===== config.mk =====
export PLATFORM = sky130hd
export DESIGN_NAME = hsv_to_rgb_converter
export DESIGN_NICKNAME = d
export VERILOG_FILES = /design/src/hsvrgb_pkg.sv /design/src/hsvrgb_term.sv /design/src/hsv_to_rgb_converter.sv
export SDC_FILE = /design/constraint.sdc
export NUM_CORES = 2
export LEC_CHECK = 0
export BUFFER_PORTS_ARGS = -buffer_cell sky130_fd_sc_hd__clkbuf_2
export CELL_PAD_IN_SITES_DETAIL_PLACEMENT = 0
export CELL_PAD_IN_SITES_GLOBAL_PLACEMENT = 1
export CORE_MARGIN = 2
export CORE_UTILIZATION = 54
export CTS_BUF_LIST = sky130_fd_sc_hd__clkbuf_8
export DETAILED_ROUTE_END_ITERATION = 6
export GPL_TIMING_DRIVEN = 1
export PLACE_DENSITY_LB_ADDON = 0.08
export RECOVER_POWER = 100
export SYNTH_ARGS = -nofsm -noshare
export SYNTH_HDL_FRONTEND = slang
export SYNTH_SLANG_ARGS = --single-unit

===== constraint.sdc =====
create_clock -name clock -period 7.3 [get_ports clock]
set_clock_uncertainty 0.2 [all_clocks]
set_input_delay 0.73 -clock clock [delete_from_list [all_inputs] [get_ports clock]]
set_output_delay 0.73 -clock clock [all_outputs]
set_load 0.02 [all_outputs]

===== src/hsvrgb_pkg.sv =====
// ----------------------------------------------------------------------------
// HSV to RGB package
// Shared types, widths and constants for the HSV to RGB converter.
// ----------------------------------------------------------------------------
package hsvrgb_pkg;

   localparam int CHANNEL_BITS = 8;
   localparam int CMAX         = (1 << CHANNEL_BITS) - 1;
   localparam int HUE_BITS     = 17;
   localparam int FRAC_BITS    = 16;
   localparam int SECTOR_BITS  = 3;
   localparam int K_BITS       = FRAC_BITS + 1;
   localparam int PROD_BITS    = 2 * CHANNEL_BITS;
   localparam int N_BITS       = PROD_BITS + FRAC_BITS;
   localparam int X_BITS       = N_BITS + 1;
   localparam int A_BITS       = X_BITS - FRAC_BITS;
   localparam int Q_BITS       = CHANNEL_BITS + 1;
   localparam int RECIP        = (1 << FRAC_BITS) / CMAX;
   localparam int RECIP_BITS   = FRAC_BITS - CHANNEL_BITS + 2;
   localparam int RP_BITS      = A_BITS + RECIP_BITS;

   localparam logic [K_BITS-1:0] K_ONE    = K_BITS'(1 << FRAC_BITS);
   localparam logic [X_BITS-1:0] ROUND_UP = X_BITS'((CMAX << FRAC_BITS) - 1);

   localparam logic [SECTOR_BITS-1:0] SECTOR_1 = 3'd1;
   localparam logic [SECTOR_BITS-1:0] SECTOR_2 = 3'd2;
   localparam logic [SECTOR_BITS-1:0] SECTOR_3 = 3'd3;
   localparam logic [SECTOR_BITS-1:0] SECTOR_4 = 3'd4;
   localparam logic [SECTOR_BITS-1:0] SECTOR_5 = 3'd5;

   typedef struct packed {
      logic [CHANNEL_BITS-1:0] saturation;
      logic [CHANNEL_BITS-1:0] brightness;
   } hsvrgb_req_type;

   typedef struct packed {
      logic [CHANNEL_BITS-1:0] red;
      logic [CHANNEL_BITS-1:0] green;
      logic [CHANNEL_BITS-1:0] blue;
   } hsvrgb_rsp_type;

endpackage


===== src/hsvrgb_term.sv =====
// ----------------------------------------------------------------------------
// HSV to RGB term pipeline
// Four stages computing ceil(prod * k / (CMAX * 2^16)) for one channel term.
// ----------------------------------------------------------------------------
module hsvrgb_term (
   input  logic                            clock,
   input  logic [3:0]                      stage_en,
   input  logic [hsvrgb_pkg::PROD_BITS-1:0] prod,
   input  logic [hsvrgb_pkg::K_BITS-1:0]    k,
   output logic [hsvrgb_pkg::Q_BITS-1:0]    ceil_q
);
   import hsvrgb_pkg::*;

   logic [N_BITS-1:0]  n_ff, n_in;
   logic [X_BITS-1:0]  x_sum;
   logic [A_BITS-1:0]  a_ff, a_in, a4_ff;
   logic [RP_BITS-1:0] recip_prod;
   logic [Q_BITS-1:0]  q0_ff, q0_in, q_ff, q_in;
   logic [A_BITS-1:0]  rem;

   // stage 2: full product
   assign n_in = N_BITS'(prod) * N_BITS'(k);

   // stage 3: add divisor minus one for the ceiling, drop the fraction scale
   assign x_sum = X_BITS'(n_ff) + ROUND_UP;
   assign a_in  = x_sum[FRAC_BITS +: A_BITS];

   // stage 4: estimate of a / CMAX, low by at most one
   assign recip_prod = RP_BITS'(a_ff) * RP_BITS'(RECIP);
   assign q0_in      = recip_prod[FRAC_BITS +: Q_BITS];

   // stage 5: correct the estimate
   assign rem  = a4_ff - A_BITS'(q0_ff) * A_BITS'(CMAX);
   assign q_in = q0_ff + Q_BITS'(rem >= A_BITS'(CMAX));

   always_ff @(posedge clock) begin
      if (stage_en[0]) begin
         n_ff <= n_in;
      end
      if (stage_en[1]) begin
         a_ff <= a_in;
      end
      if (stage_en[2]) begin
         q0_ff <= q0_in;
         a4_ff <= a_ff;
      end
      if (stage_en[3]) begin
         q_ff <= q_in;
      end
   end

   assign ceil_q = q_ff;

endmodule


===== src/hsv_to_rgb_converter.sv =====
// ----------------------------------------------------------------------------
// HSV to RGB converter
// Six-stage pipeline turning saturation and brightness into RGB for a hue
// held in a control register.
// ----------------------------------------------------------------------------
// Usage:
//   csr_we / csr_wdata write the hue register (17 bits, 65536 = one full
//   turn, which wraps to hue 0). Write it only while the pipeline is empty.
//   req_valid / req_ready / req_data carry one item each: saturation and
//   brightness as 8-bit fractions of 255.
//   rsp_valid / rsp_ready / rsp_data carry one RGB item per request item,
//   in order.
// Throughput: one item per cycle unless stalled; every stage moves whenever
//   its successor has room, so bubbles are squeezed out while the output is stalled.
// Stages, in order: s*v product, three term products, ceiling offset,
//   reciprocal estimate, correction, select; rsp_valid follows the last.
// Reset: clears the hue to 0 and empties the pipeline; rsp_valid drops.
// Stall: a low rsp_ready holds the output item; earlier stages keep filling
//   until full, then req_ready drops. Nothing is lost or repeated.
// ----------------------------------------------------------------------------
module hsv_to_rgb_converter (
   input  logic                              clock,
   input  logic                              reset,
   input  logic                              csr_we,
   input  logic [hsvrgb_pkg::HUE_BITS-1:0]   csr_wdata,
   input  logic                              req_valid,
   output logic                              req_ready,
   input  hsvrgb_pkg::hsvrgb_req_type        req_data,
   output logic                              rsp_valid,
   input  logic                              rsp_ready,
   output hsvrgb_pkg::hsvrgb_rsp_type        rsp_data
);
   import hsvrgb_pkg::*;

   localparam int STAGES = 6;

   logic [HUE_BITS-1:0]      hue_ff;
   logic [STAGES-1:0]        vld_ff, vld_in;
   logic [STAGES-1:0]        en;

   // hue decode: sector = floor(hue * 6), fraction f in the low bits
   logic [FRAC_BITS+2:0]     h6;
   logic [SECTOR_BITS-1:0]   sector;
   logic [K_BITS-1:0]        kq, kt;

   // stage 1 registers
   logic [PROD_BITS-1:0]     prod_ff, prod_in;
   logic [K_BITS-1:0]        kq_ff, kt_ff;

   // brightness and sector travel alongside the terms through stages 1 to 5
   logic [CHANNEL_BITS-1:0]  v_ff [5];
   logic [SECTOR_BITS-1:0]   sec_ff [5];

   logic [Q_BITS-1:0]        qp, qq, qt;
   logic [Q_BITS-1:0]        dp, dq, dt;
   logic [CHANNEL_BITS-1:0]  pv, qv, tv, vv;
   hsvrgb_rsp_type           rsp_ff, rsp_in;

   always_ff @(posedge clock) begin
      if (reset) begin
         hue_ff <= '0;
      end else if (csr_we) begin
         hue_ff <= csr_wdata;
      end
   end

   assign h6     = (FRAC_BITS + 3)'(hue_ff[FRAC_BITS-1:0]) * (FRAC_BITS + 3)'(6);
   assign sector = h6[FRAC_BITS +: SECTOR_BITS];
   assign kq     = K_BITS'(h6[FRAC_BITS-1:0]);
   assign kt     = K_ONE - kq;

   // stage enables: a stage advances when empty or when the next one advances
   always_comb begin
      en[STAGES-1] = !vld_ff[STAGES-1] || rsp_ready;
      for (int i = STAGES - 2; i >= 0; i--) begin
         en[i] = !vld_ff[i] || en[i+1];
      end
   end

   assign req_ready = en[0];

   always_comb begin
      vld_in = vld_ff;
      if (en[0]) begin
         vld_in[0] = req_valid;
      end
      for (int i = 1; i < STAGES; i++) begin
         if (en[i]) begin
            vld_in[i] = vld_ff[i-1];
         end
      end
   end

   always_ff @(posedge clock) begin
      if (reset) begin
         vld_ff <= '0;
      end else begin
         vld_ff <= vld_in;
      end
   end

   // stage 1: s * v, latch the hue-derived weights
   assign prod_in = PROD_BITS'(req_data.saturation) * PROD_BITS'(req_data.brightness);

   always_ff @(posedge clock) begin
      if (en[0]) begin
         prod_ff   <= prod_in;
         kq_ff     <= kq;
         kt_ff     <= kt;
         v_ff[0]   <= req_data.brightness;
         sec_ff[0] <= sector;
      end
      for (int i = 1; i < 5; i++) begin
         if (en[i]) begin
            v_ff[i]   <= v_ff[i-1];
            sec_ff[i] <= sec_ff[i-1];
         end
      end
   end

   // stages 2 to 5: ceiling of v*s*k / (255 * 2^16) for each term
   hsvrgb_term u_term_p (
      .clock    (clock),
      .stage_en (en[4:1]),
      .prod     (prod_ff),
      .k        (K_ONE),
      .ceil_q   (qp)
   );

   hsvrgb_term u_term_q (
      .clock    (clock),
      .stage_en (en[4:1]),
      .prod     (prod_ff),
      .k        (kq_ff),
      .ceil_q   (qq)
   );

   hsvrgb_term u_term_t (
      .clock    (clock),
      .stage_en (en[4:1]),
      .prod     (prod_ff),
      .k        (kt_ff),
      .ceil_q   (qt)
   );

   // stage 6: floor(v - x) = v - ceil(x); the ceiling never exceeds v
   assign dp = Q_BITS'(v_ff[4]) - qp;
   assign dq = Q_BITS'(v_ff[4]) - qq;
   assign dt = Q_BITS'(v_ff[4]) - qt;
   assign pv = dp[CHANNEL_BITS-1:0];
   assign qv = dq[CHANNEL_BITS-1:0];
   assign tv = dt[CHANNEL_BITS-1:0];
   assign vv = v_ff[4];

   // route the terms by sector; sector 0 takes the default arm
   always_comb begin
      case (sec_ff[4])
         SECTOR_1: begin
            rsp_in = '{red: qv, green: vv, blue: pv};
         end
         SECTOR_2: begin
            rsp_in = '{red: pv, green: vv, blue: tv};
         end
         SECTOR_3: begin
            rsp_in = '{red: pv, green: qv, blue: vv};
         end
         SECTOR_4: begin
            rsp_in = '{red: tv, green: pv, blue: vv};
         end
         SECTOR_5: begin
            rsp_in = '{red: vv, green: pv, blue: qv};
         end
         default: begin
            rsp_in = '{red: vv, green: tv, blue: pv};
         end
      endcase
   end

   // hold the output item until it is taken
   always_ff @(posedge clock) begin
      if (en[STAGES-1]) begin
         rsp_ff <= rsp_in;
      end
   end

   assign rsp_valid = vld_ff[STAGES-1];
   assign rsp_data  = rsp_ff;

endmodule


* Yosys cells after proc, flatten, opt, wreduce, memory -nomap -nowiden
Memories as Yosys holds them, arrays and structs flattened. Index checks and enable logic that the tools add are counted. Widths: inputs -> output; s select.
Word-level totals: bits in registers 327, memory bits (writable) 55, memories kept 2
Cells by class: add/subtract/negate cells 13, multiply operators 10, $lt $le $gt $ge 3, equal/unequal tests 5, muxes and demuxes 11, reduce and logical (&&, ||, !) cells 12
Memories:
- v_ff | depth 5, width 8, read ports 5, clocked after Yosys merged registers in 0, wr ports 5, line hsv_to_rgb_converter.sv:51 | logic [CHANNEL_BITS-1:0] v_ff [5];
- sec_ff | depth 5, width 3, read ports 5, clocked after Yosys merged registers in 0, wr ports 5, line hsv_to_rgb_converter.sv:52 | logic [SECTOR_BITS-1:0] sec_ff [5];
Operator list (number):
- $pmux 24 s5 | 1
- $add 32x24->33 const B | 3
- $mul 17x9->25 const B | 3
- $ge 17x8->1 const B | 3
- $mul 9x8->17 const B | 3
- $sub 17x17->17 | 3
- $mul 16x17->32 | 1
- $mul 16x15->31 | 1
- $add 8x1->8 | 3
- $sub 8x8->8 | 3
- $mul 16x2->18 const B | 1
- $sub 17x16->17 const A | 1
- $mul 8x8->16 | 1
- $mux 1 | 10
- $eq 3x2->1 const B | 2
- $eq 3x3->1 const B | 2
- $logic_not 1->1 | 6
- $logic_or 1x1->1 | 6
- $eq 3x1->1 const B | 1

* Depth between registers and ports, before layout
depth after elaboration 9, gate-level depth with buffers 24

* Modules after synthesis
From an unflattened synthesis, not the netlist that was laid out.
Second synthesis, totals: cell total of the unflattened synthesis 5411, area, all modules 53901.7 um2
Modules (own cells, without submodules):
- hsvrgb_term (u_term_p) | instances 1, cells an instance 1527, area an instance 14863.0 um2
- hsvrgb_term (u_term_q) | instances 1, cells an instance 1523, area an instance 14794.2 um2
- hsvrgb_term (u_term_t) | instances 1, cells an instance 1510, area an instance 14736.6 um2
- hsv_to_rgb_converter | instances 1, cells an instance 851, area an instance 9507.9 um2

* Worst setup path after synthesis
No wires, ideal clock.
path kind flip-flop to flip-flop, start point register prod_ff[12], end point register u_term_q.n_ff[27], data pin, arrival 5.980 ns, required time 6.842 ns, slack 0.862 ns, cell stages (with the launch flop) 24, path buffers 3, cell sequence edfxtp_1 clkbuf_1 clkbuf_1 nand2_1 fa_1 inv_1 fa_1 fa_1 inv_1 fa_1 inv_1 fa_1 inv_1 fa_1 inv_1 ha_1 clkbuf_1 nand4_1 nor4b_1 a2111oi_0 nor3_1 a31oi_1 nor2b_1 xnor2_1
Between the ends: word-level cells in the longest chain between the ends 1
RTL lines:
- from (decl) | line hsv_to_rgb_converter.sv:47 | logic [PROD_BITS-1:0] prod_ff, prod_in;
- from (signal assigned) | line hsv_to_rgb_converter.sv:107 | prod_ff <= prod_in;
- $mul 16x15->31 | line hsvrgb_term.sv:22 | assign n_in = N_BITS'(prod) * N_BITS'(k);
- net u_term_q.n_in[27] | line hsvrgb_term.sv:14 | logic [N_BITS-1:0] n_ff, n_in;
- to (signal assigned) | line hsvrgb_term.sv:38 | n_ff <= n_in;
- to (decl) | line hsvrgb_term.sv:14
The timed path passes the listed nets, and every way through them passes these cells. A chain may end at the register's enable or synchronous reset.

* Final worst setup path
start point register kt_ff[8], end point register u_term_t.n_ff[31], data pin
Between the ends: word-level cells in the longest chain between the ends 1
RTL lines:
- from (decl) | line hsv_to_rgb_converter.sv:48 | logic [K_BITS-1:0] kq_ff, kt_ff;
- from (signal assigned) | line hsv_to_rgb_converter.sv:109 | kt_ff <= kt;
- $mul 16x17->32 | line hsvrgb_term.sv:22
- net u_term_t.n_in[31] | line hsvrgb_term.sv:14
- to (signal assigned) | line hsvrgb_term.sv:38
- to (decl) | line hsvrgb_term.sv:14
The timed path passes the listed nets, and every way through them passes these cells.

==> run metrics <==
total wire length=89.8 mm; async set or reset register ratio after synthesis=0%; Detailed Routing Iterations Pass 1=5; Synth Net Count=5,226; WP data arrival=7240 ps; antenna viol nets, final=0; Post-synth EDFFs=355; Hold WC Path Type=input pin to flop; violated checks=capacitance limit, slew limit; row count=102; Synth Area in Compound Gates=6.54%; flops & latches, synth=377; Clk Latency, worst-skew pair=660 ps; number of vias per cell=5.16; Top FF cell, synth=edfxtp_1; Critical Path End Type=flop; Simple-Gate Fraction of Synth Area=12.0%; Setup-failing EPs final=0; first-pass GRT wire length=148 mm; Cell variety after synth=79; XOR/XNOR share of the synthesized area=4.39%; largest area contributor in the netlist=fa_1; die area=0.0805 mm²; CTS root buf=clkbuf_8; number of buffers created by CTS=67; worst rel slew slack=-123%; die height=284 µm; Setup crit start kind=flop; Worst Max-Slew Pin Slew=3350 ps; Remaining Overflow, GRT=0; Adder-Cell Fraction of Synth Area=40.9%; Mapped Cells=4,141; die width=284 µm; vias in the first global route=28,395; # DRC=0; H-tree depth=3; DRT iter0 DRCs=1,272; syn_area_per_cell=10.2 µm²; largest net degree at the start of global routing=63; share of the yosys chip area belonging to registers=26.3%; setup TNS=0 ps; status=complete, but fails checks; final slew viol count=342; core area=0.0775 mm²; CTS tree=done; layout cell share with drive strength beyond 1=4.90%; IO Count=64; Max-Cap Viols=7; clk buf depth=3; synth warn=0; clock sink total=377; Max Freq=142 MHz; total track usage=23.2%; Fin. Hold Viols=0; required time of the critical path=7470 ps; Final min period=7060 ps; I/O Buffers=62; initial antenna violation count=5; hpwl dp=73.5 mm; initial core utilization=54.6%; RSZ-0062 raised after global routing=no; final worst path period share=96.8%; Setup CP Type=flop to flop; wire length per cell=16.8 µm; critical-path maximum fanout=9; main combinational cell family by area after synthesis=adder cells; Via Count=27,597; nets=5,339; post-synthesis mux area share=1.23%; GPL Wtd Cong=0.859; Mapped Area=0.0423 mm²; clock-pin slew on the worst setup and hold paths=50 ps; largest cells by area after synthesis=fa_1 26%, edfxtp_1 25%, ha_1 15%; Synth top area share=26.4%; area grow syn2layout=7.63%
==> critical path: stages, from the launching register on <==
cell and delay, ps:
edfxtp_1 690, nand2_1 160, fa_1 530, inv_1 50, fa_1 530, inv_1 50, fa_1 470, fa_1 500
inv_1 60, fa_1 530, fa_1 510, ha_1 380, and3_1 170, a2111oi_0 590, o21ai_1 310, o31ai_1 320
buf_4 160, a211o_1 170, o41ai_1 110, xnor2_1 130, clkbuf_1 150
==> worst paths after layout <==
check | from | endpoint | slack (ps) | cells past startpoint
max | kt_ff[8] | u_term_t.n_ff[31] | 240 | 20
min | csr_wdata[10] | hue_ff[10] | 110 | 3
max reg2reg | kt_ff[8] | u_term_t.n_ff[31] | 240 | 20
min reg2reg | v_ff[0][13] | v_ff[0][21] | 210 | 0
==> sequential cells by signal, summed over array words and instances (netlist names), 16 cells and up <==
signal / flops
u_term_q.a4_ff: 17
u_term_t.a4_ff: 17
hue_ff: 16
v_ff: 40
u_term_p.a_ff: 17
u_term_t.a_ff: 17
u_term_p.a4_ff: 17
u_term_t.n_ff: 31
u_term_q.a_ff: 17
u_term_q.n_ff: 30
prod_ff: 16
u_term_p.n_ff: 16
rsp_data: 24
==> synthesized netlist by cell type, drive strengths merged, types with 8 or more instances <==
| library cell | n |
|---|---|
| a211oi | 13 |
| or3 | 13 |
| ha | 490 |
| nor2b | 27 |
| a21boi | 12 |
| fa | 557 |
| edfxtp | 355 |
| a2111oi | 8 |
| xor2 | 62 |
| and3 | 22 |
| nor3 | 41 |
| nor4 | 19 |
| mux2 | 8 |
| and2 | 212 |
| o211ai | 20 |
| nand2 | 459 |
| o21a | 16 |
| a21o | 41 |
| dfxtp | 22 |
| nand4 | 22 |
| o21bai | 18 |
| o21ai | 94 |
| clkbuf | 98 |
| a31oi | 13 |
| nor2 | 140 |
| a21oi | 126 |
| nand3 | 42 |
| mux2i | 34 |
| inv | 877 |
| xnor2 | 149 |
| nand2b | 16 |
==> layout make-up <==
| class | instances | area, µm² |
|---|---|---|
| sequential | 377 | 11100 |
| multi-input combinational | 2784 | 27500 |
| antenna | 3 | 7.51 |
| clock inverter | 49 | 392 |
| fill | 6851 | 32000 |
| clock buffer | 68 | 936 |
| inverter | 877 | 3290 |
| timing repair buffer | 147 | 1020 |
| tap | 1040 | 1300 |
==> timing repair <==
action / CTS / global route
gates resized for setup: 0 / 0
buffers inserted: 0 / 10
setup endpoints to repair: 0 / 9
hold buffers: 0 / 0
==> cells by family (layout without fill, tap and decap cells) <==
logic type / Yosys count / count (layout)
buffers and inverters: 980 / 1141
DFF: 377 / 377
adders and majority gates: 1047 / 1047
and+or+nand+nor: 1052 / 1052
AOI/OAI and AO/OA: 428 / 428
muxes: 46 / 46
other: 0 / 3
xor gates and xnor gates: 211 / 211
==> stage by stage <==
stage	setup slack [ps]	cells	cell area, µm²	hold slack (ps)	utilization (%)
after global placement	250	5215	44200	202	57.1
after CTS	178	5332	45500	29.3	58.8
after global routing	11.5	5345	45500	77.2	58.7
final	236	5345	45500	112	58.7
after detailed placement	261	5215	44200	205	57.1
after floorplan	862	4141	42300	200	-
==> cell usage in the layout, fill, tap and decap left out, types with 62 or more instances in the layout <==
cell,instances
inv_1,891
fa_1,557
ha_1,490
nand2_1,457
edfxtp_1,355
and2_1,194
xnor2_1,149
nor2_1,140
a21oi_1,126
o21ai_0,92
clkbuf_8,68
xor2_1,62
==> per-layer routing <==
layer / routed length (µm) / global-route usage [%]
met2: 42200 / 38.1
met4: 2480 / 7.13
met5: 35 / 0
met3: 3820 / 3.63
met1: 41300 / 31.7
Power is left out: the tool's default activity adds up to more than one toggle a clock period on the data nets, which glitch-free logic cannot reach.
